===== config.mk =====
export PLATFORM = sky130hd
export DESIGN_NAME = afpi_div
export DESIGN_NICKNAME = d
export VERILOG_FILES = /design/src/sv/afpi_pkg.sv /design/src/sv/afpi_div.sv
export SDC_FILE = /design/constraint.sdc
export NUM_CORES = 1
export LEC_CHECK = 0
export ABC_CLOCK_PERIOD_IN_PS = 3860
export BUFFER_PORTS_ARGS = -buffer_cell sky130_fd_sc_hd__buf_4
export CAP_MARGIN = 20
export CORE_MARGIN = 4
export CORE_UTILIZATION = 23
export DETAILED_ROUTE_END_ITERATION = 6
export PLACE_DENSITY = 0.38
export SETUP_SLACK_MARGIN = 0.02
export SLEW_MARGIN = 25
export SYNTH_ARGS = -nofsm -noshare
export SYNTH_HDL_FRONTEND = slang
export SYNTH_SLANG_ARGS = --single-unit

===== constraint.sdc =====
create_clock -name i_clk -period 3.86 [get_ports i_clk]
set_input_delay 0.579 -clock i_clk [delete_from_list [all_inputs] [get_ports i_clk]]
set_output_delay 0.579 -clock i_clk [all_outputs]
set_load 0.01 [all_outputs]

===== src/sv/afpi_pkg.sv =====
`default_nettype none

package afpi_pkg;

    // table geometry
    localparam int MAX_ENTRIES = 64;
    localparam int IDX_W       = $clog2(MAX_ENTRIES);
    localparam int CNT_W       = 7;

    // field widths; a table word is angle, lift, drag, moment from the LSB up
    localparam int OP_W    = 2;
    localparam int ANGLE_W = 16;
    localparam int COEFF_W = 16;
    localparam int WORD_W  = ANGLE_W + 3 * COEFF_W;
    localparam int SLOPE_W = 20;

    // running sums of up to five lift / angle differences
    localparam int SUM_W = ANGLE_W + 4;
    localparam int MAG_W = SUM_W - 1;

    // shared restoring divider
    localparam int DIV_REM_W = MAG_W;
    localparam int DIV_SH_W  = SLOPE_W;
    localparam int DIV_CNT_W = $clog2(DIV_SH_W + 1);

    // sample interpolation: product, rounded dividend, quotient bits
    localparam int IP_PROD_W = ANGLE_W + COEFF_W;
    localparam int IP_NUM_W  = IP_PROD_W + 1;
    localparam int IP_Q_BITS = COEFF_W + 1;

    // slope scale: 23040 (1/128 deg to rad, Q12) times round(2^30 / pi)
    localparam int                 K_W    = 43;
    localparam int                 K_LO_W = 22;
    localparam logic [K_W-1:0]     SLOPE_K = K_W'(64'd23040 * 64'd341782638);
    localparam logic [K_LO_W-1:0]  K_LO    = SLOPE_K[K_LO_W-1:0];
    localparam logic [K_W-K_LO_W-1:0] K_HI = SLOPE_K[K_W-1:K_LO_W];
    localparam int                 ACC_W  = 64;
    localparam int                 FRAC_SH = 30;

    localparam logic [SLOPE_W-1:0] TWO_PI_Q12 = SLOPE_W'(25736);
    localparam logic [SLOPE_W-1:0] SLOPE_LIM  = SLOPE_W'(1) << (SLOPE_W - 1);
    localparam logic [SLOPE_W-1:0] SLOPE_MAX  = SLOPE_LIM - SLOPE_W'(1);

    typedef enum logic [OP_W-1:0] {
        OP_WRITE  = 2'd0,
        OP_SAMPLE = 2'd1,
        OP_SLOPE  = 2'd2
    } t_op;

    typedef enum logic [4:0] {
        ST_IDLE,
        ST_SM_LO,
        ST_SM_HI,
        ST_SM_SCAN,
        ST_IP_MUL,
        ST_IP_DST,
        ST_IP_DIV,
        ST_IP_ACC,
        ST_SL_C0,
        ST_SL_CSCAN,
        ST_SL_W0,
        ST_SL_WSCAN,
        ST_SL_ABS,
        ST_SL_MLO,
        ST_SL_MHI,
        ST_SL_ADD,
        ST_SL_DST,
        ST_SL_DIV,
        ST_SL_FIN,
        ST_OUT
    } t_state;

    typedef struct packed {
        logic                 start;
        logic [DIV_CNT_W-1:0] steps;
        logic [DIV_REM_W-1:0] divisor;
        logic [DIV_REM_W-1:0] rem_init;
        logic [DIV_SH_W-1:0]  low;
    } t_div_req;

    typedef struct packed {
        logic                done;
        logic [DIV_SH_W-1:0] quot;
    } t_div_rsp;

endpackage

`default_nettype wire


===== src/sv/afpi_div.sv =====
`default_nettype none

// Restoring divider, one quotient bit per cycle. The caller passes the
// upper dividend bits as rem_init (already below the divisor) and the
// remaining bits left aligned in low.
module afpi_div (
    input  wire logic              i_clk,
    input  wire logic              i_rst_n,
    input  afpi_pkg::t_div_req     i_req,
    output afpi_pkg::t_div_rsp     o_rsp
);
    import afpi_pkg::*;

    logic [DIV_REM_W-1:0] r_rem, n_rem;
    logic [DIV_SH_W-1:0]  r_sh, n_sh;
    logic [DIV_REM_W-1:0] r_dvs, n_dvs;
    logic [DIV_CNT_W-1:0] r_cnt, n_cnt;
    logic                 r_busy, n_busy;
    logic                 r_done, n_done;

    // one trial subtraction per cycle
    always_comb begin
        logic [DIV_REM_W:0] cat;
        logic [DIV_REM_W:0] diff;
        logic               ge;
        cat    = {r_rem, r_sh[DIV_SH_W-1]};
        diff   = cat - {1'b0, r_dvs};
        ge     = (cat >= {1'b0, r_dvs});
        n_rem  = r_rem;
        n_sh   = r_sh;
        n_dvs  = r_dvs;
        n_cnt  = r_cnt;
        n_busy = r_busy;
        n_done = 1'b0;
        if (i_req.start) begin
            n_rem  = i_req.rem_init;
            n_sh   = i_req.low;
            n_dvs  = i_req.divisor;
            n_cnt  = i_req.steps;
            n_busy = 1'b1;
        end else if (r_busy) begin
            n_rem = ge ? diff[DIV_REM_W-1:0] : cat[DIV_REM_W-1:0];
            n_sh  = {r_sh[DIV_SH_W-2:0], ge};
            n_cnt = r_cnt - DIV_CNT_W'(1);
            if (r_cnt == DIV_CNT_W'(1)) begin
                n_busy = 1'b0;
                n_done = 1'b1;
            end
        end
    end

    always_ff @(posedge i_clk) begin
        if (!i_rst_n) begin
            r_busy <= 1'b0;
            r_done <= 1'b0;
            r_cnt  <= '0;
        end else begin
            r_busy <= n_busy;
            r_done <= n_done;
            r_cnt  <= n_cnt;
        end
    end

    always_ff @(posedge i_clk) begin
        r_rem <= n_rem;
        r_sh  <= n_sh;
        r_dvs <= n_dvs;
    end

    assign o_rsp.done = r_done;
    assign o_rsp.quot = r_sh;

endmodule

`default_nettype wire


==> summary.txt <==
Cts-stage hold buffer count - 0
Most used cell along the critical path - mux2_2
Layout cells sized above 1 - 33.1%
Peak supply drop - 0.213 mV
DRC violations left - 0
Largest family of logic cells by synthesized area - compound AO/OA/AOI/OAI gates
Crit path max-delay family - compound AO/OA/AOI/OAI gates
I/O pins - 87
Worst hold-check path type - in2reg
Startpoint types - register
Asr flop ratio synth - 0%
R2R depth - 10
Initial Util - 23.5%
Commonest cells post-synth - edfxtp_1, nand2_1, inv_1
H-tree depth - 3
CP max-delay cell - a31oi_4
Share of the synthesized area in the top cell type - 44.7%
Synth Warn # - 0
CP Max Fanout - 14
Post-synth EDFFs - 58
Register area share after synthesis - 48.3%
Reg2reg start - r_sh[19]
Synth Area in Compound Gates - 14.5%
DR vias/cell - 4.36
Vias in the first global route - 3,174
Root Driver - clkbuf_16
Reg2reg end - r_rem[12]
Drt first pass iters - 4
Unrepaired setup endpoints after global routing - no
Slew @ Worst Pin - 0.616 ns
Max Cap Viol - 0
Core ar. - 16,600 um^2
Die Wd - 138 um
Finish-stage setup viols - 0
Post-synth cell types - 58
Diode count - 0
Clock slew at reported path FFs - 0.06 ns
Post-synthesis adder-cell area fraction - 7.26%
Crit path capture type - register
First-pass GRT wire length - 16,200 um
Nets - 518
CTS Buffer Depth - 2
Die H - 138 um
Crit-path cells - inv_1 > ha_1 > fa_1 > nand2b_1 > a211oi_1 > or3_4 > o21ai_4 > a31oi_4 > mux2_2 > mux2_2
Critical path class - reg2reg
Syn Area/Cell - 11.3 um^2
Post-Syn Area - 3890 um^2
Mux contribution to synthesized area - 10.6%
Dominant cell type by area after synthesis - edfxtp_1
Pre-CTS setup slack - 0.561 ns
Post-CTS Repair Setup Buffers - 0
Die ar. - 19,100 um^2
Required @ worst endpoint - 3.95 ns
Buf+Inv Stages, Crit Path - 1
Ranking of synthesized cells by area - edfxtp_1, ha_1, mux2_2, dfxtp_1, nand2_1
PortBufs - 86
FILL cells - 1,754
Final hold violations - 0
Crit path DAT - 3.34 ns
Min-Delay Startpoint - i_req[39]
Initial antenna violation count - 0
Relative slew slack - 59.0%
Highest cell delay on the worst timing path - 0.54 ns
DP HPWL - 7360 um
Max Slew Vio Count - 0
Routed WL per cell - 15.2 um
R2r setup slk - 0.61 ns
Cts repair resizes - 0
1st-iter DRT viols - 98
Simple-Gate Fraction of Synth Area - 10.6%
Synth Area in XOR/XNOR - 4.50%
Mapped Nets - 432
CTS sink cnt - 65
Clk_lat worst skew - 0.34 ns
Via Count - 2,856
Antenna viol nets, final - 0
Pwr Density - 610 nW/um^2
Total Wirelength - 9950 um
Cells after Synth - 344
Peak Freq - 308 MHz
Register area - 1880 um^2
CTS tree - done
Area Overhead vs Synth - 30.7%
Hold Path End - r_dvs[0]
Primary FF master, synth - edfxtp_1
FP Rows - 47
Hold Path Stages - 1
Min Tclk post-route - 3.25 ns
Outcome - complete, no violations
Worst Setup Slack, final - 0.608 ns
CTS buffer count - 9
GR Util All Layers - 10.7%
Area of the multi-input gates - 1840 um^2
Final Skew - 0.00384 ns
Tcrit/Tclk final - 84.2%
GR Overflow Total - 0
Count leader, synth - edfxtp_1
Pin count of the biggest net entering global routing - 60
Gpl congestion - 0.759
Setup TNS - 0 ns
Leak Pwr - 2.13 nW
Synth Register Bits - 65
flip-flops by register name, indices dropped and copies added (netlist names):
name,count
r_cnt,5
r_done,1
r_rem,19
r_busy,1
r_sh,20
r_dvs,19
worst max path at each step:
stage | to | cells after the start | startpoint | slack [ns]
2_1_floorplan | r_rem[12] | 10 | r_sh[19] | 1.08
3_3_place_gp | r_rem[12] | 10 | r_sh[19] | 0.62
3_5_place_dp | r_rem[12] | 10 | r_sh[19] | 0.56
4_1_cts | r_rem[12] | 10 | r_sh[19] | 0.54
5_1_grt | r_rem[12] | 10 | r_sh[19] | 0.41
6_report | r_rem[12] | 10 | r_sh[19] | 0.61
final cells by class:
type                       instances  area share [%]
clock inverter                     7            1.67
clock buffer                       9            4.42
tap                              220            5.41
multi-input combinational        240            36.2
timing repair buffer              90            13.5
sequential                        65            37.0
inverter                          24            1.77
logic make-up (layout without fill, tap and decap cells):
logic type,count (synthesis),after routing
AND/OR/NAND/NOR,82,82
AO/OA/AOI/OAI,79,79
flip-flops,65,65
buffers and inverters,39,130
multiplexers,37,37
adder cells (fa/ha/maj),22,22
XOR/XNOR,20,20
layer usage:
layer / up-vias / track usage [%] / part of all wire (%) / wire (um)
li1: 1432 / - / - / -
met1: 1328 / 13.9 / 49 / 4830
met2: 83 / 15.5 / 42 / 4160
met3: 13 / 4.28 / 7.5 / 742
met4: 0 / 4.78 / 2.1 / 212
met5: - / 0 / 0 / 0
where the power goes:
| part | switching (W) | leakage, nW | internal (W) |
|---|---|---|---|
| sequential | 0.0000697 | 0.639 | 0.000922 |
| combinational | 0.000662 | 1.34 | 0.000585 |
| clock | 0.000308 | 0.150 | 0.000558 |
| total | 0.00104 | 2.13 | 0.00207 |
stage by stage:
stage | utilization, % | cell area, um^2 | std cells | total power (W) | hold WS, ns
3_3_place_gp | 28.8 | 4780 | 639 | 0.00227 | 0.553
4_1_cts | 30.7 | 5090 | 655 | 0.00315 | 0.394
5_1_grt | 30.7 | 5090 | 655 | 0.00332 | 0.395
3_5_place_dp | 28.8 | 4780 | 639 | 0.00226 | 0.548
2_1_floorplan | - | 3890 | 344 | 0.00193 | 0.524
6_report | 30.7 | 5090 | 655 | 0.00311 | 0.415
placed cells by master (no fill, tap or decap), types with 3 or more instances in the layout:
cell / Yosys / routed
a211oi_1: 5 / 5
a21o_1: 7 / 7
a21oi_1: 16 / 16
and2_1: 7 / 7
and3_1: 3 / 3
buf_4: 1 / 89
clkbuf_16: 0 / 9
dfxtp_1: 7 / 7
edfxtp_1: 58 / 58
ha_1: 21 / 21
inv_1: 24 / 24
mux2_2: 23 / 23
mux2i_1: 10 / 10
nand2_1: 34 / 34
nand2b_1: 4 / 4
nand3_1: 3 / 3
nand4_1: 3 / 3
nor2_1: 11 / 11
nor2b_1: 4 / 4
nor3_1: 5 / 5
o21ai_0: 13 / 13
o21ai_1: 13 / 13
xnor2_1: 12 / 12
xor2_1: 8 / 8
Note: power is estimated with default switching activity, not from simulation.
